<file path="src/pbrle_pkg.sv">
package pbrle_pkg;

	localparam int CODE_W      = 8;
	localparam int COUNT_W     = 8;
	localparam int BYTE_FIELDS = 4;
	localparam int OUT_LANES   = 4;
	// lanes actually used: OUT_LANES clamped to the byte fields that exist
	localparam int LANES = (OUT_LANES < 1) ? 1 :
		((OUT_LANES > BYTE_FIELDS) ? BYTE_FIELDS : OUT_LANES);
	localparam int BYTE_COUNT_W = 3;
	localparam int WORD_BITS    = BYTE_FIELDS * CODE_W + BYTE_COUNT_W;
	localparam int TDATA_W      = ((WORD_BITS + 7) / 8) * 8;

	localparam int QUEUE_DEPTH = 4;
	localparam int QPTR_W      = $clog2(QUEUE_DEPTH);
	localparam int QCNT_W      = $clog2(QUEUE_DEPTH + 1);

	localparam logic [CODE_W-1:0] LITERAL_MAX = 8'd127;
	localparam logic [CODE_W-1:0] NOOP_CODE   = 8'd128;

	typedef enum logic [1:0] {
		PH_HEADER  = 2'd0,
		PH_LITERAL = 2'd1,
		PH_RUN     = 2'd2,
		PH_SPARE   = 2'd3
	} phase_t;

	// one request from front to back: emit value len times (len 1..128)
	typedef struct packed {
		logic [CODE_W-1:0]  value;
		logic [COUNT_W-1:0] len;
	} run_req_t;

endpackage

</file>
<file path="src/pbrle_front.sv">
module pbrle_front (
	input  logic                   clk,
	input  logic                   arst_n,
	input  logic                   in_valid,
	output logic                   in_ready,
	input  logic [pbrle_pkg::CODE_W-1:0] in_code,
	output logic                   req_valid,
	input  logic                   req_ready,
	output pbrle_pkg::run_req_t    req
);

	pbrle_pkg::phase_t              phase_q, phase_d;
	logic [pbrle_pkg::COUNT_W-1:0]  rem_q, rem_d;
	logic [pbrle_pkg::COUNT_W-1:0]  cnt;
	logic [pbrle_pkg::COUNT_W:0]    run_len;
	logic                           is_header;
	logic                           take;

	assign cnt       = (rem_q == '0) ? pbrle_pkg::COUNT_W'(1) : rem_q;
	assign is_header = (phase_q != pbrle_pkg::PH_LITERAL) && (phase_q != pbrle_pkg::PH_RUN);
	// 257 - code gives the run length 2..128 for codes 129..255
	assign run_len   = (pbrle_pkg::COUNT_W+1)'(257) - {1'b0, in_code};
	assign take      = in_valid && in_ready;

	// next state
	always_comb begin
		phase_d = phase_q;
		rem_d   = rem_q;
		if (take) begin
			unique case (phase_q)
				pbrle_pkg::PH_LITERAL: begin
					rem_d   = cnt - pbrle_pkg::COUNT_W'(1);
					phase_d = (rem_d == '0) ? pbrle_pkg::PH_HEADER : pbrle_pkg::PH_LITERAL;
				end
				pbrle_pkg::PH_RUN: begin
					rem_d   = '0;
					phase_d = pbrle_pkg::PH_HEADER;
				end
				default: begin
					if (in_code <= pbrle_pkg::LITERAL_MAX) begin
						rem_d   = in_code + pbrle_pkg::COUNT_W'(1);
						phase_d = pbrle_pkg::PH_LITERAL;
					end else if (in_code == pbrle_pkg::NOOP_CODE) begin
						rem_d   = '0;
						phase_d = pbrle_pkg::PH_HEADER;
					end else begin
						rem_d   = run_len[pbrle_pkg::COUNT_W-1:0];
						phase_d = pbrle_pkg::PH_RUN;
					end
				end
			endcase
		end
	end

	// outputs: headers never need queue room
	always_comb begin
		in_ready  = is_header || req_ready;
		req_valid = in_valid && !is_header;
		req.value = in_code;
		unique case (phase_q)
			pbrle_pkg::PH_RUN: req.len = cnt;
			default:           req.len = pbrle_pkg::COUNT_W'(1);
		endcase
	end

	always_ff @(posedge clk or negedge arst_n) begin
		if (!arst_n) begin
			phase_q <= pbrle_pkg::PH_HEADER;
			rem_q   <= '0;
		end else begin
			phase_q <= phase_d;
			rem_q   <= rem_d;
		end
	end

endmodule

</file>
<file path="src/pbrle_fifo.sv">
module pbrle_fifo (
	input  logic                clk,
	input  logic                arst_n,
	input  logic                push,
	input  pbrle_pkg::run_req_t push_data,
	output logic                not_full,
	input  logic                pop,
	output logic                not_empty,
	output pbrle_pkg::run_req_t head
);

	pbrle_pkg::run_req_t             mem_q [pbrle_pkg::QUEUE_DEPTH];
	logic [pbrle_pkg::QPTR_W-1:0]    wr_ptr_q, rd_ptr_q;
	logic [pbrle_pkg::QCNT_W-1:0]    count_q;
	logic                            do_push, do_pop;

	assign not_full  = (count_q != pbrle_pkg::QCNT_W'(pbrle_pkg::QUEUE_DEPTH));
	assign not_empty = (count_q != '0);
	assign do_push   = push && not_full;
	assign do_pop    = pop && not_empty;
	assign head      = mem_q[rd_ptr_q];

	always_ff @(posedge clk) begin
		if (do_push) begin
			mem_q[wr_ptr_q] <= push_data;
		end
	end

	always_ff @(posedge clk or negedge arst_n) begin
		if (!arst_n) begin
			wr_ptr_q <= '0;
			rd_ptr_q <= '0;
			count_q  <= '0;
		end else begin
			if (do_push) wr_ptr_q <= wr_ptr_q + pbrle_pkg::QPTR_W'(1);
			if (do_pop)  rd_ptr_q <= rd_ptr_q + pbrle_pkg::QPTR_W'(1);
			if (do_push && !do_pop)      count_q <= count_q + pbrle_pkg::QCNT_W'(1);
			else if (do_pop && !do_push) count_q <= count_q - pbrle_pkg::QCNT_W'(1);
		end
	end

	a_count_range: assert property (@(posedge clk) disable iff (!arst_n)
		count_q <= pbrle_pkg::QCNT_W'(pbrle_pkg::QUEUE_DEPTH))
		else $error("queue count out of range");
	a_ptr_gap: assert property (@(posedge clk) disable iff (!arst_n)
		(count_q != '0 && count_q != pbrle_pkg::QCNT_W'(pbrle_pkg::QUEUE_DEPTH))
		|-> (wr_ptr_q != rd_ptr_q))
		else $error("queue pointers disagree with count");
	a_no_zero_len: assert property (@(posedge clk) disable iff (!arst_n)
		not_empty |-> (head.len != '0))
		else $error("queued request with zero length");

endmodule

</file>
<file path="src/pbrle_back.sv">
module pbrle_back (
	input  logic                clk,
	input  logic                arst_n,
	input  logic                req_valid,
	input  pbrle_pkg::run_req_t req,
	output logic                req_pop,
	output logic                out_valid,
	input  logic                out_ready,
	output logic [pbrle_pkg::TDATA_W-1:0] out_data,
	output logic                out_last
);

	logic                                busy_q;
	logic [pbrle_pkg::COUNT_W-1:0]       rem_q;
	logic [pbrle_pkg::CODE_W-1:0]        val_q;
	logic                                valid_q;
	logic [pbrle_pkg::TDATA_W-1:0]       data_q;
	logic                                last_q;

	logic                                src_valid, adv;
	logic [pbrle_pkg::COUNT_W-1:0]       cur_rem, rem_next;
	logic [pbrle_pkg::CODE_W-1:0]        cur_val;
	logic [pbrle_pkg::BYTE_COUNT_W-1:0]  n;
	logic [pbrle_pkg::BYTE_FIELDS*pbrle_pkg::CODE_W-1:0] bytes;

	assign src_valid = busy_q || req_valid;
	assign cur_rem   = busy_q ? rem_q : req.len;
	assign cur_val   = busy_q ? val_q : req.value;
	assign adv       = src_valid && (!valid_q || out_ready);
	assign req_pop   = adv && !busy_q;
	assign n         = (cur_rem < pbrle_pkg::COUNT_W'(pbrle_pkg::LANES)) ?
		cur_rem[pbrle_pkg::BYTE_COUNT_W-1:0] : pbrle_pkg::BYTE_COUNT_W'(pbrle_pkg::LANES);
	assign rem_next  = cur_rem - {{(pbrle_pkg::COUNT_W-pbrle_pkg::BYTE_COUNT_W){1'b0}}, n};

	always_comb begin
		for (int j = 0; j < pbrle_pkg::BYTE_FIELDS; j++) begin
			bytes[j*pbrle_pkg::CODE_W +: pbrle_pkg::CODE_W] =
				(pbrle_pkg::BYTE_COUNT_W'(j) < n) ? cur_val : '0;
		end
	end

	// output word register, and working registers for a run that spans several words
	always_ff @(posedge clk) begin
		if (adv) begin
			rem_q  <= rem_next;
			data_q <= pbrle_pkg::TDATA_W'({n, bytes});
			last_q <= (rem_next == '0);
			if (!busy_q) val_q <= req.value;
		end
	end

	always_ff @(posedge clk or negedge arst_n) begin
		if (!arst_n) begin
			busy_q  <= 1'b0;
			valid_q <= 1'b0;
		end else begin
			if (adv) begin
				busy_q  <= (rem_next != '0);
				valid_q <= 1'b1;
			end else if (out_ready) begin
				valid_q <= 1'b0;
			end
		end
	end

	assign out_valid = valid_q;
	assign out_data  = data_q;
	assign out_last  = last_q;

	a_busy_rem: assert property (@(posedge clk) disable iff (!arst_n)
		busy_q |-> (rem_q != '0))
		else $error("busy with nothing left to emit");
	a_count_range: assert property (@(posedge clk) disable iff (!arst_n)
		valid_q |-> (data_q[pbrle_pkg::BYTE_FIELDS*pbrle_pkg::CODE_W +: pbrle_pkg::BYTE_COUNT_W]
			!= '0 &&
			data_q[pbrle_pkg::BYTE_FIELDS*pbrle_pkg::CODE_W +: pbrle_pkg::BYTE_COUNT_W]
			<= pbrle_pkg::BYTE_COUNT_W'(pbrle_pkg::LANES)))
		else $error("word byte count out of range");
	a_busy_not_last: assert property (@(posedge clk) disable iff (!arst_n)
		(adv && rem_next != '0) |=> (busy_q && !last_q))
		else $error("run ended early");
	a_no_pop_while_busy: assert property (@(posedge clk) disable iff (!arst_n)
		busy_q |-> !req_pop)
		else $error("request taken while a run is in progress");

endmodule

</file>
<file path="src/packbits_rle_decoder_unit.sv">
// PackBits decoder: takes one compressed byte per request on s_axis and gives decoded
// words on m_axis. A header 0..127 announces header+1 literal bytes, each of which comes
// out as its own word with byte_count 1; a header 129..255 announces a run of 257-header
// bytes of the next byte's value, which comes out packed four bytes to a word with the
// final word full or partly filled; header 128 is skipped. tlast marks the final word
// caused by one input byte (every literal word, and the closing word of each run). Rate:
// the front end takes one byte per cycle as long as its four-entry request queue has
// room, and headers need no room at all. The back end emits one word per cycle while the
// receiver is ready, so a literal yields one word and a run of L bytes yields ceil(L/4)
// words (1 to 32); that word-per-cycle emitter sets the sustained throughput on run-heavy
// streams. A literal or run value passes the request queue, then the output register;
// that register lets a new word be built in the cycle the previous one is taken.
module packbits_rle_decoder_unit (
	input  logic                              clk,
	input  logic                              arst_n,
	input  logic                              s_axis_tvalid,
	output logic                              s_axis_tready,
	input  logic [pbrle_pkg::CODE_W-1:0]      s_axis_tdata,  // [7:0] code_byte
	output logic                              m_axis_tvalid,
	input  logic                              m_axis_tready,
	// [7:0] byte_0, [15:8] byte_1, [23:16] byte_2, [31:24] byte_3, [34:32] byte_count,
	// upper bits zero
	output logic [pbrle_pkg::TDATA_W-1:0]     m_axis_tdata,
	output logic                              m_axis_tlast   // last_of_input
);

	// request path from front to queue
	logic                 fq_valid;
	logic                 fq_ready;
	pbrle_pkg::run_req_t  fq_req;

	// queue head toward the back end
	logic                 qb_valid;
	logic                 qb_pop;
	pbrle_pkg::run_req_t  qb_req;

	// classify bytes: headers update the phase, literals and run values become requests
	pbrle_front u_front (
		.clk       (clk),
		.arst_n    (arst_n),
		.in_valid  (s_axis_tvalid),
		.in_ready  (s_axis_tready),
		.in_code   (s_axis_tdata),
		.req_valid (fq_valid),
		.req_ready (fq_ready),
		.req       (fq_req)
	);

	// hold pending requests so either side may stall on its own
	pbrle_fifo u_fifo (
		.clk       (clk),
		.arst_n    (arst_n),
		.push      (fq_valid),
		.push_data (fq_req),
		.not_full  (fq_ready),
		.pop       (qb_pop),
		.not_empty (qb_valid),
		.head      (qb_req)
	);

	// expand each request into one or more packed words
	pbrle_back u_back (
		.clk       (clk),
		.arst_n    (arst_n),
		.req_valid (qb_valid),
		.req       (qb_req),
		.req_pop   (qb_pop),
		.out_valid (m_axis_tvalid),
		.out_ready (m_axis_tready),
		.out_data  (m_axis_tdata),
		.out_last  (m_axis_tlast)
	);

endmodule

</file>
<file path="config.mk">
export PLATFORM = sky130hd
export DESIGN_NAME = packbits_rle_decoder_unit
export DESIGN_NICKNAME = d
export VERILOG_FILES = /design/src/pbrle_pkg.sv /design/src/pbrle_front.sv /design/src/pbrle_fifo.sv /design/src/pbrle_back.sv /design/src/packbits_rle_decoder_unit.sv
export SDC_FILE = /design/constraint.sdc
export NUM_CORES = 1
export LEC_CHECK = 0
export BUFFER_PORTS_ARGS = -buffer_cell sky130_fd_sc_hd__buf_4
export CAP_MARGIN = 25
export CELL_PAD_IN_SITES_DETAIL_PLACEMENT = 1
export CELL_PAD_IN_SITES_GLOBAL_PLACEMENT = 2
export CORE_MARGIN = 4
export CORE_UTILIZATION = 45
export CTS_CLUSTER_SIZE = 40
export DETAILED_ROUTE_END_ITERATION = 8
export PLACE_DENSITY_LB_ADDON = 0.1
export SLEW_MARGIN = 10
export SYNTH_ARGS = -nofsm -noshare
export SYNTH_HDL_FRONTEND = slang
export SYNTH_SLANG_ARGS = --single-unit
</file>
<file path="constraint.sdc">
create_clock -name clk -period 6 [get_ports clk]
set_input_delay 0.9 -clock clk [delete_from_list [all_inputs] [get_ports clk]]
set_output_delay 0.9 -clock clk [all_outputs]
set_load 0.02 [all_outputs]
</file>
Word-level counts from Yosys, hierarchy flattened

Memory sizes are Yosys's and may differ from the RTL's.
Index checks and enable logic that the tools add are counted.

Add/subtract/negate cells: 8
$lt $le $gt $ge: 6
Equal/unequal tests: 6
Multiplexer cells: 18
Reduce and logical (&&, ||, !) cells: 24

Operator list:

| cell                                                                  | count |
|---|---|
| 8-bit two-way mux                                                     | 6 |
| 8-bit zero test                                                       | 3 |
| 8-bit case mux with 2 select lines                                    | 1 |
| 1-bit logical AND                                                     | 9 |
| 3-bit two-way mux                                                     | 3 |
| 8-bit by 1-bit adder with 8-bit output, second input constant         | 1 |
| 8-bit == test, second input constant                                  | 1 |
| 8-bit by 7-bit <= comparator with 1-bit output, second input constant | 1 |
| 8-bit by 3-bit < comparator with 1-bit output, second input constant  | 1 |
| 8-bit nonzero test                                                    | 1 |
| 1-bit by 8-bit subtractor with 8-bit output, first input constant     | 1 |
| 8-bit by 1-bit subtractor with 8-bit output, second input constant    | 1 |
| 8-bit by 3-bit subtractor with 8-bit output                           | 1 |
| 1-bit by 3-bit < comparator with 1-bit output, first input constant   | 2 |
| 2-bit by 3-bit < comparator with 1-bit output, first input constant   | 2 |
| 1-bit zero test                                                       | 5 |
| 1-bit two-way mux                                                     | 5 |
| 2-bit by 1-bit adder with 2-bit output, second input constant         | 2 |
| 2-bit two-way mux                                                     | 2 |
| 2-bit case mux with 2 select lines                                    | 1 |
| 2-bit nonzero test                                                    | 2 |
| 3-bit by 1-bit adder with 3-bit output, second input constant         | 1 |
| 1-bit logical OR                                                      | 3 |
| 3-bit != test, second input constant                                  | 1 |
| other kinds (6)                                                       | 6 |

Flip-flop bits (word level): 71
Memory bits (writable): 64
Output and inout port bits: 43
Word-level logic and storage cells: 78
Memories kept: 1

Memories:

| memory       | depth | width | rd ports | clocked after memory_dff | wr ports | RTL line         | text |
|---|---|---|---|---|---|---|---|
| u_fifo.mem_q | 4     | 16    | 1        | 0                        | 1        | pbrle_fifo.sv:12 | `pbrle_pkg::run_req_t mem_q [pbrle_pkg::QUEUE_DEPTH];` |

Longest topological paths before layout

Gate-level depths: netlist of the first run.

Depth after elaboration: 9
Gate-level depth with buffers: 11
Gate-level depth less buffers: 9

Modules after synthesis

Synthesis of the first run repeated with hierarchy kept, for this count alone.

Cells, all modules: 435
Area, all modules: 6212.2 um^2

Modules (own cells, without submodules):

| module      | instances | cells an instance | area each (um^2) | sequential area each (um^2) |
|---|---|---|---|---|
| pbrle_fifo  | 1         | 119               | 2760.1           | 2097.0 |
| pbrle_back  | 1         | 177               | 2351.0           | 1611.5 |
| pbrle_front | 1         | 139               | 1101.1           | 250.2 |

Least setup slack after synthesis of the first run

OpenSTA, ideal clock, no wires.

Path kind: register to register
From: reg u_back.busy_q
To: reg u_back.data_q, in the netlist u_back.out_data[0], enable pin
Setup time: 0.462 ns
Data arrival time: 3.194 ns
Data required time: 5.538 ns
Path slack: 2.345 ns
Cell stages (with the launch flop): 5
Path buffers: 2
Clock period less this slack: 3.655 ns
Cells stage by stage: dfrtp_1 clkbuf_1 clkbuf_1 nor4_1 nor2_1

Word-level cells in the longest chain between the ends: 2

Ends and longest elaborated chain:

| what                   | RTL line         | text |
|---|---|---|
| start, declared        | pbrle_back.sv:13 | `logic busy_q;` |
| start signal, assigned | pbrle_back.sv:58 | `busy_q <= (rem_next != '0);` |
| 1-bit logical OR       | pbrle_back.sv:26 | `assign src_valid = busy_q \|\| req_valid;` |
| 1-bit logical AND      | pbrle_back.sv:29 | `assign adv = src_valid && (!valid_q \|\| out_ready);` |
| via u_back.adv         | pbrle_back.sv:20 | `logic src_valid, adv;` |
| end signal, assigned   | pbrle_back.sv:46 | `data_q <= pbrle_pkg::TDATA_W'({n, bytes});` |
| end, declared          | pbrle_back.sv:17 | `logic [pbrle_pkg::TDATA_W-1:0] data_q;` |

The timed path passes the listed nets, and every way through them passes these cells.
A chain may end at the register's enable or synchronous reset.

Final worst setup path of the first run

From: reg u_fifo.rd_ptr_q[1] (netlist name)
To: reg u_back.data_q, in the netlist u_back.out_data[6] (data pin)

Word-level cells in the longest chain between the ends: 5

Ends and longest elaborated chain:

| what                                            | RTL line         | text |
|---|---|---|
| start, declared                                 | pbrle_fifo.sv:13 | `logic [pbrle_pkg::QPTR_W-1:0] wr_ptr_q, rd_ptr_q;` |
| start signal, assigned                          | pbrle_fifo.sv:36 | `if (do_pop) rd_ptr_q <= rd_ptr_q + pbrle_pkg::QPTR_W'(1);` |
| memory read 4 x 16 bit *                        | n/a              |  |
| 8-bit two-way mux *                             | pbrle_back.sv:27 | `assign cur_rem = busy_q ? rem_q : req.len;` |
| 8-bit by 3-bit < comparator with 1-bit output   | pbrle_back.sv:31 | `assign n = (cur_rem < pbrle_pkg::COUNT_W'(pbrle_pkg::LANES)) ?` |
| 3-bit two-way mux *                             | pbrle_back.sv:31 |  |
| via u_back.n (one bit)                          | pbrle_back.sv:23 | `logic [pbrle_pkg::BYTE_COUNT_W-1:0] n;` |
| 1-bit by 3-bit < comparator with 1-bit output * | pbrle_back.sv:38 | `(pbrle_pkg::BYTE_COUNT_W'(j) < n) ? cur_val : '0;` |

The timed path passes the listed nets; every way through them passes the cells marked *.

==> impl_metrics.toml, run 1 <==
[run_status]
status = "finished, final reports clean"

[yosys]
synthXorXnorAreaFrac = 0.0190
synth_fa_ha_area_frac = 0.0305
ys_seq_area_frac = 0.661
syn_area_per_cell_um2 = 13.8
netlist.top_cell.by_area = "edfxtp_1"
synthCells = 435
yosysWarnings = 0
synth_compound_area_frac = 0.0610
synth_top_family_by_area = "simple AND/OR/NAND/NOR gates"
yosys_most_used_dff = "edfxtp_1"
synth_area_leaders = "edfxtp_1, dfrtp_1, mux2i_1"
synth_simple_gate_area_frac = 0.115
synth.distinct_cells = 54
async_reset_ff_frac = 0.141
synth_edf_count = 116
synth_top_area_share = 0.582
synthMuxAreaShare = 0.0802
syn-cell-area_mm2 = 0.00599
synth_seq_cells = 135

[detailed_routing]
num_vias = 3546
drt_wl_total_um = 12200
drt_iter0_drc = 179
drtAntennaViolNets = 0
drc_errors = 0
firstDrtPassIters = 4
routed_via_density = 5.25
wl_per_cell_um = 18.1

[critical_path]
cp_max_fo = 16
critPathLaunchType = "flop"
path_class = "reg2reg"
reg2reg_slack_ns = 2.89
crit_arrival_ns = 3.24
crit_required_ns = 6.14
crit_path_end_kind = "flop"

[flow_run]
drv_cap = 0

[power]
p_leak_nw = 2.73
swShare = 0.327
power.switching_mw = 1.23
pwr_density_cell_mw_per_mm2 = 531
comb_power_share = 0.317
internal_power_mw = 2.54
vdd_ir_drop_max_mv = 0.216
seq_power_share = 0.401
clkPwrFrac = 0.282
total_power_mw = 3.78

[die]
rows = 41
die_h_um = 123
ios = 55
core_mm2 = 0.0128
dieArea_mm2 = 0.0152
start_util = 0.467
die_x_um = 123

[placement]
portBuffers = 49
dp_cells = 642
dp.final_hpwl_um = 8780
pre_cts_ws_ns = 2.86
globalplace.congestion = 0.805

[clocking]
clk_pin_slew_ns = 0.06
h-tree-depth = 4
insertion_delay_ns = 0.41
hold_buffers = 0
cts_setup_buffers = 0
cts_root_buf = "clkbuf_16"
numCtsBuffers = 17
cts_resized = 0
cts_num_sinks = 135
clockBufferDepth = 2
cts_tree = "done"

[timing]
finClkSkew_ns = 0.00833
post-route-period-util = 0.518
period_minus_slack_ns = 3.11
holdWs_ns = 0.379
setup_viol = 0
hold_violations = 0
rsz0062_at_grt = "false"
final_max_slew_viol_count = 0
fin_setup_tns_ns = 0
max_freq_ghz = 0.322
fin_ws_ns = 2.89
tightest_slew_ns = 0.839
relSlewSlack = 0.441

[cells_and_area]
antenna_cells = 0
fill_cells = 1272
area.growth.synth_to_final_pct = 18.9
layout.nets = 516
final_cells = 675
final_layout_size_suffix_gt1_frac = 0.205

[global_routing]
grt_max_degree = 53
grt_pass1_wl_um = 19900
grt_antenna_before_repair = 0
grt_usage = 0.176
overflow = 0
grt_pass1_vias = 3773

[min_path]
min_path_type = "in2async"
## layout make-up
cell class                      count  area, um^2  share of cell area
Multi-Input combinational cell    262        1860               0.261
Sequential cell                   135        3960               0.556
Clock buffer                       19         433              0.0608
Timing Repair Buffer               53         395              0.0555
Inverter                           21        81.3              0.0114
Clock inverter                     13         179              0.0251
Tap cell                          172         215              0.0302
## critical path: stages, from the launching register on
cell,delay [ns]
dfrtp_1,0.82
nor2b_1,0.40
a22oi_1,0.20
a22oi_1,0.39
and3_2,0.43
inv_4,0.10
nor3_4,0.38
nor2_1,0.10
## cells in the mapped netlist (2+ instances only)
master      n
inv_1      20
nor2b_1     6
nor4_1      6
mux4_2      9
dfrtp_1    19
buf_2       4
xor2_1      6
buf_4       6
a31oi_1     2
nor2_1     50
mux2i_1    21
a32oi_1     2
o221ai_1    3
edfxtp_1  116
nor3b_1     4
a22o_1      2
o31ai_1     2
a22oi_1     6
o21ai_0    16
or4_1       2
nand4_1     2
xnor2_1     7
and2_1     15
nand2_1    29
and4b_1     2
ha_1       13
nand2b_1    7
clkbuf_1    9
o21ai_1     3
nor3_1      6
a211oi_1    2
a21oi_1    10
mux2_2      4
nand3_1     4
## power groups by stage
stage | registers [mW] | clock network [mW] | logic (mW)
finish | 1.51 | 1.07 | 1.20
global route | 1.55 | 1.14 | 1.34
CTS | 1.52 | 1.09 | 1.22
detailed placement | 1.54 | 0 | 1.21
global placement | 1.52 | 0 | 1.18
floorplan | 1.58 | 0 | 0.775
## kinds of logic after synthesis
family          Yosys count
flops                   135
xor+xnor                 13
simple gates            139
fa+ha+maj                14
buf+inv                  42
compound gates           56
mux                      35
other cells               1
## state kept, by name, summed over array words and instances (netlist names)
signal and count:
u_back.out_last 1, u_back.out_valid 1, u_back.busy_q 1, u_fifo.rd_ptr_q 2, u_front.rem_q 8, u_front.phase_q 2, u_back.val_q 8, u_back.rem_q 8
u_fifo.wr_ptr_q 2, u_back.out_data 35, u_fifo.count_q 3, u_fifo.mem_q 64
## placed cells by master (no fill, tap or decap), types with 3 or more instances in the layout
master       n
xor2_1       6
o21ai_1      3
and2_1      15
nor3_1       6
edfxtp_1   116
clkbuf_16   17
ha_1        13
mux4_2       9
nor4_1       6
xnor2_1      7
nand2_1     29
a21oi_1     10
mux2i_1     21
nand3_1      4
o21ai_0     16
mux2_2       4
inv_1       20
a22oi_1      6
o221ai_1     3
nor2b_1      6
bufinv_16    4
nor3b_1      4
conb_1       5
buf_4       52
nor2_1      49
nand2b_1     7
dfrtp_1     19
## metrics by stage
step           cell area (um^2)   util
3_3_place_gp               6500  0.507
4_1_cts                    7110  0.555
3_5_place_dp               6500  0.507
5_1_grt                    7120  0.555
6_report                   7120  0.555
2_1_floorplan              6000      -
## path summary, 6_finish.rpt
path | from | cells past startpoint | to
setup / recovery | u_fifo.rd_ptr_q[1]$_DFFE_PN0P_ | 7 | u_back.out_data[6]$_SDFFCE_PP0P_
hold / removal | arst_n | 1 | u_front.rem_q[7]$_DFFE_PN0P_
setup reg to reg | u_fifo.rd_ptr_q[1]$_DFFE_PN0P_ | 7 | u_back.out_data[6]$_SDFFCE_PP0P_
hold reg to reg | u_fifo.count_q[2]$_DFFE_PN0P_ | 1 | u_fifo.count_q[2]$_DFFE_PN0P_
max in group asynchronous | arst_n | 1 | u_back.out_valid$_DFFE_PN0P_
min in group clk | u_fifo.count_q[2]$_DFFE_PN0P_ | 1 | u_fifo.count_q[2]$_DFFE_PN0P_
## metal layers
metal,GRT usage,vias up,wire length (um)
met2,0.296,68,6290
met1,0.221,1754,5240
li1,-,1709,-
met5,0,-,0
met4,0.0664,0,199
met3,0.0425,15,513
No activity file was read; power rests on OpenSTA's default activity.
==> inputs of run 2 (changes only) <==
- CORE_UTILIZATION: 45 -> 42
- clock period: 6 -> 3.14 ns (I/O delays scaled with it)
==> impl_metrics.toml, run 2 (synthesis gave the netlist of run 1 again) <==
[timing]
relSlewSlack = 0.477
holdWs_ns = 0.314
tightest_slew_ns = 0.777
setup_viol = 0
final_max_slew_viol_count = 0
fin_ws_ns = 0.462
finClkSkew_ns = 0.00885
hold_violations = 0
rsz0062_at_grt = "false"
fin_setup_tns_ns = 0
period_minus_slack_ns = 2.68
max_freq_ghz = 0.373
post-route-period-util = 0.853

[min_path]
hold_path_end = "u_fifo.mem_q[0][8]$_DFFE_PP_"
min_path_type = "in2reg"
min_from = "s_axis_tdata[0]"
min_path_cells = 1

[cells_and_area]
area.growth.synth_to_final_pct = 18.7
final_common_cell = "edfxtp_1"
largest_reg_flops = 64
final_layout_size_suffix_gt1_frac = 0.212
fin_util = 0.510
multiInputGateArea_mm2 = 0.00186
layout.nets = 525
final_cells = 690
regMostFlops = "u_fifo.mem_q"
fill_cells = 1409
seq_area_mm2 = 0.00396
antenna_cells = 0
final_cell_mix = "edfxtp_1, buf_4, nor2_1"

[die]
die_x_um = 127
dieArea_mm2 = 0.0162
ios = 55
die_h_um = 127
core_mm2 = 0.0139
start_util = 0.430
rows = 43

[clocking]
cts_resized = 0
clk_pin_slew_ns = 0.06
cts_tree = "done"
hold_buffers = 1
numCtsBuffers = 17
cts_root_buf = "clkbuf_16"
clockBufferDepth = 2
insertion_delay_ns = 0.42
h-tree-depth = 4
cts_setup_buffers = 0
cts_num_sinks = 135

[detailed_routing]
drt_wl_total_um = 12500
routed_via_density = 5.21
firstDrtPassIters = 4
num_vias = 3594
wl_per_cell_um = 18.0
drt_iter0_drc = 229
drtAntennaViolNets = 0
drc_errors = 0

[critical_path]
r2r.worst_path.cells = 7
cp_max_fo = 9
crit_arrival_ns = 2.83
critPathLaunchType = "flop"
path_class = "reg2reg"
timing.rr.start = "u_fifo.rd_ptr_q[1]$_DFFE_PN0P_"
rr_endpoint = "u_back.out_data[1]$_SDFFCE_PP0P_"
reg2reg_slack_ns = 0.46
crit_required_ns = 3.29
crit_path_end_kind = "flop"

[global_routing]
grt_max_degree = 53
grt_usage = 0.166
grt_pass1_vias = 3808
grt_pass1_wl_um = 20300
grt_antenna_before_repair = 0
overflow = 0

[placement]
dp_cells = 659
portBuffers = 49
dp.final_hpwl_um = 8890
pre_cts_ws_ns = 0.382
globalplace.congestion = 0.824

[run_status]
status = "finished, final reports clean"

[power]
vdd_ir_drop_max_mv = 0.408
pwr_density_cell_mw_per_mm2 = 984
p_leak_nw = 2.73

[flow_run]
drv_cap = 0
run 2: cell count changes in the layout (fill, tap and decap cells not counted), sizes merged:
cell         previous run  this run
buf                    53        61
bufinv                  4         1
clkbuf                 19        18
clkinv                  6         9
dlygate4sd3             0         1
inv                    22        21
run 2: worst max-delay path, stage by stage (launching register included):
cell and delay (ns):
dfrtp_1 0.54, nor2b_1 0.44, a22oi_1 0.23, a22oi_1 0.43
and3_2 0.29, inv_4 0.07, nor3_4 0.33, nor2_1 0.08
run 2: power by group:
part	leakage [nW]	total (mW)	internal [mW]	switching, mW
registers	1.32	2.88	2.61	0.267
logic	1.16	2.36	0.964	1.40
clock network	0.251	1.76	1.06	0.699
run 2: final cells by class:
| type | count | share of cell area |
|---|---|---|
| clock buffers | 18 | 0.0604 |
| clock inverters | 12 | 0.0125 |
| inverters | 21 | 0.0114 |
| multi-input cells | 262 | 0.261 |
| flip-flops and latches | 135 | 0.557 |
| well taps | 180 | 0.0317 |
| repair buffers | 62 | 0.0658 |
run 2: metal layers:
metal / track usage / vias to the layer above / share of wire / wire length [um]
met5: 0 / - / 0 / 0
met4: 0.0650 / 0 / 0.016 / 204
met3: 0.0518 / 21 / 0.054 / 673
met2: 0.270 / 76 / 0.49 / 6100
met1: 0.209 / 1784 / 0.44 / 5470
li1: - / 1713 / - / -
run 2: how the worst max path moves through the flow:
stage                                               from                                 to  slack (ns)
after global placement    u_fifo.rd_ptr_q[1]$_DFFE_PN0P_   u_back.out_data[1]$_SDFFCE_PP0P_        0.46
after global routing      u_fifo.rd_ptr_q[1]$_DFFE_PN0P_  u_back.out_data[22]$_SDFFCE_PP0P_        0.21
after detailed placement  u_fifo.rd_ptr_q[1]$_DFFE_PN0P_   u_back.out_data[1]$_SDFFCE_PP0P_        0.38
after CTS                 u_fifo.rd_ptr_q[1]$_DFFE_PN0P_   u_back.out_data[1]$_SDFFCE_PP0P_        0.39
final                     u_fifo.rd_ptr_q[1]$_DFFE_PN0P_   u_back.out_data[1]$_SDFFCE_PP0P_        0.46
after floorplan                u_back.busy_q$_DFFE_PN0P_   u_back.out_data[0]$_SDFFCE_PP0P_        0.35
run 2: through the flow:
step / instance area, um^2 / total power, mW
floorplan: 6010 / 4.50
finish: 7110 / 7.00
CTS: 7110 / 7.09
global placement: 6580 / 5.23
detailed placement: 6580 / 5.32
global route: 7110 / 7.47
==> inputs of run 3 (changes only) <==
- ABC_AREA: unset -> 1
- CORE_UTILIZATION: 42 -> 39
==> impl_metrics.toml, run 3 <==
[timing]
fin_ws_ns = 0.652
tightest_slew_ns = 0.687
relSlewSlack = 0.542
final_max_slew_viol_count = 0
post-route-period-util = 0.792
period_minus_slack_ns = 2.49
hold_violations = 0
max_freq_ghz = 0.402
fin_setup_tns_ns = 0
rsz0062_at_grt = "false"
finClkSkew_ns = 0.00598
setup_viol = 0

[critical_path]
path_class = "reg2reg"
r2r.worst_path.cells = 12
timing.rr.start = "u_fifo.rd_ptr_q[0]$_DFFE_PN0P_"
critPathLaunchType = "flop"
rr_endpoint = "u_back.out_data[18]$_SDFFCE_PP0P_"
cp_max_fo = 33
crit_arrival_ns = 2.66
crit_path_end_kind = "flop"
reg2reg_slack_ns = 0.65
crit_required_ns = 3.32

[yosys]
yosysWarnings = 0
yosysMostFrequentCell = "nand2_1"
synth_seq_cells = 135
async_reset_ff_frac = 0.141
syn_area_per_cell_um2 = 10.2
synthCells = 632
yosys_most_used_dff = "edfxtp_1"
syn-cell-area_mm2 = 0.00643
synth.distinct_cells = 46
ys_seq_area_frac = 0.616
synth_edf_count = 116
synthTopCellsByCount = "nand2_1, edfxtp_1, inv_1, nor2_1, o21ai_0"
synth_top_area_share = 0.542
synth_area_leaders = "edfxtp_1, nand2_1, dfrtp_1"
netlist.top_cell.by_area = "edfxtp_1"

[detailed_routing]
drt_iter0_drc = 167
drc_errors = 0
wl_per_cell_um = 15.8
num_vias = 4358
firstDrtPassIters = 4
drt_wl_total_um = 14500
routed_via_density = 4.73
drtAntennaViolNets = 0

[cells_and_area]
area.growth.synth_to_final_pct = 17.8
regMostFlops = "u_fifo.mem_q"
final_cell_mix = "nand2_1, edfxtp_1, inv_1"
largest_reg_flops = 64
seq_area_mm2 = 0.00396
antenna_cells = 0
fill_cells = 1826
layout.nets = 718
multiInputGateArea_mm2 = 0.00185
final_common_cell = "nand2_1"
final_layout_size_suffix_gt1_frac = 0.167

[min_path]
min_path_type = "in2reg"
min_from = "s_axis_tdata[3]"
min_path_cells = 1
hold_path_end = "u_fifo.mem_q[3][11]$_DFFE_PP_"

[die]
die_x_um = 136
core_mm2 = 0.0160
start_util = 0.402
ios = 55
rows = 46
die_h_um = 136
dieArea_mm2 = 0.0186

[global_routing]
grt_pass1_vias = 4597
grt_usage = 0.166
grt_max_degree = 55
grt_pass1_wl_um = 23700
grt_antenna_before_repair = 0
overflow = 0

[flow_run]
drv_cap = 0

[placement]
dp.final_hpwl_um = 10500
globalplace.congestion = 0.794
portBuffers = 49
pre_cts_ws_ns = 0.617

[clocking]
cts_tree = "done"
cts_setup_buffers = 0
cts_num_sinks = 135
numCtsBuffers = 17
clk_pin_slew_ns = 0.06
clockBufferDepth = 2
hold_buffers = 1
h-tree-depth = 4
cts_resized = 0
insertion_delay_ns = 0.41
cts_root_buf = "clkbuf_16"

[run_status]
status = "finished, final reports clean"

[power]
p_leak_nw = 3.40
total_power_mw = 8.17
pwr_density_cell_mw_per_mm2 = 1080
vdd_ir_drop_max_mv = 0.440
[run 3: cell type report]
| type | count | share of cell area |
|---|---|---|
| clock buffer | 17 | 0.0562 |
| sequential | 135 | 0.523 |
| timing repair buffer | 60 | 0.0598 |
| inverter | 120 | 0.0601 |
| multi-input combinational | 358 | 0.245 |
| clock inverter | 15 | 0.0205 |
| tap | 216 | 0.0357 |
[run 3: logic make-up (layout without fill, tap and decap cells)]
family                     after synthesis  count (layout)  share of synthesized area
adders and majority gates               14              14                     0.0284
DFF                                    135             135                      0.616
muxes                                    1               1                    0.00175
AOI/OAI and AO/OA                       78              78                     0.0728
and+or+nand+nor                        247             247                      0.165
other                                    1               5                   0.000583
buffers and inverters                  143             212                     0.0983
xor gates and xnor gates                13              13                     0.0177
[run 3: routing by layer]
layer / part of all wire / track usage / vias to the layer above
li1: - / - / 2167
met1: 0.48 / 0.221 / 2105
met2: 0.47 / 0.272 / 64
met3: 0.029 / 0.0337 / 22
met4: 0.020 / 0.0582 / 0
met5: 0 / 0 / -
[run 3: how the worst max path moves through the flow]
stage                                    from                                 to  slack, ns
2_1_floorplan       u_back.busy_q$_DFFE_PN0P_      u_fifo.count_q[1]$_DFFE_PN0P_       0.32
3_3_place_gp   u_front.phase_q[0]$_DFFE_PN0P_      u_fifo.count_q[2]$_DFFE_PN0P_       0.64
3_5_place_dp   u_fifo.rd_ptr_q[0]$_DFFE_PN0P_  u_back.out_data[18]$_SDFFCE_PP0P_       0.62
4_1_cts        u_fifo.rd_ptr_q[0]$_DFFE_PN0P_  u_back.out_data[16]$_SDFFCE_PP0P_       0.61
5_1_grt        u_fifo.rd_ptr_q[0]$_DFFE_PN0P_  u_back.out_data[21]$_SDFFCE_PP0P_       0.40
6_report       u_fifo.rd_ptr_q[0]$_DFFE_PN0P_  u_back.out_data[18]$_SDFFCE_PP0P_       0.65
[run 3: report_power, final]
group,switching (mW),internal [mW],leakage (nW),total (mW)
Clock,0.748,1.17,0.281,1.92
Combinational,2.13,1.08,1.79,3.21
Sequential,0.282,2.75,1.33,3.04
Total,3.16,5.01,3.40,8.17
[run 3: critical path, stage by stage (launching register included)]
cell and delay (ns):
dfrtp_1 0.60, inv_6 0.32, nand2_1 0.08, nand3_1 0.10, nand3_1 0.10, nand2_1 0.16
nand2_1 0.14, nor2_4 0.12, nand2_4 0.09, inv_1 0.24, o21ai_4 0.16, nand2_1 0.10
inv_1 0.04
[run 3: metrics by stage]
stage / hold WS (ns) / utilization / cells / area (um^2)
final: 0.306 / 0.473 / 921 / 7570
after global routing: 0.297 / 0.473 / 921 / 7570
after CTS: 0.287 / 0.473 / 921 / 7570
after detailed placement: 0.388 / 0.436 / 888 / 6980
after global placement: 0.392 / 0.436 / 888 / 6980
after floorplan: 0.175 / - / 636 / 6440
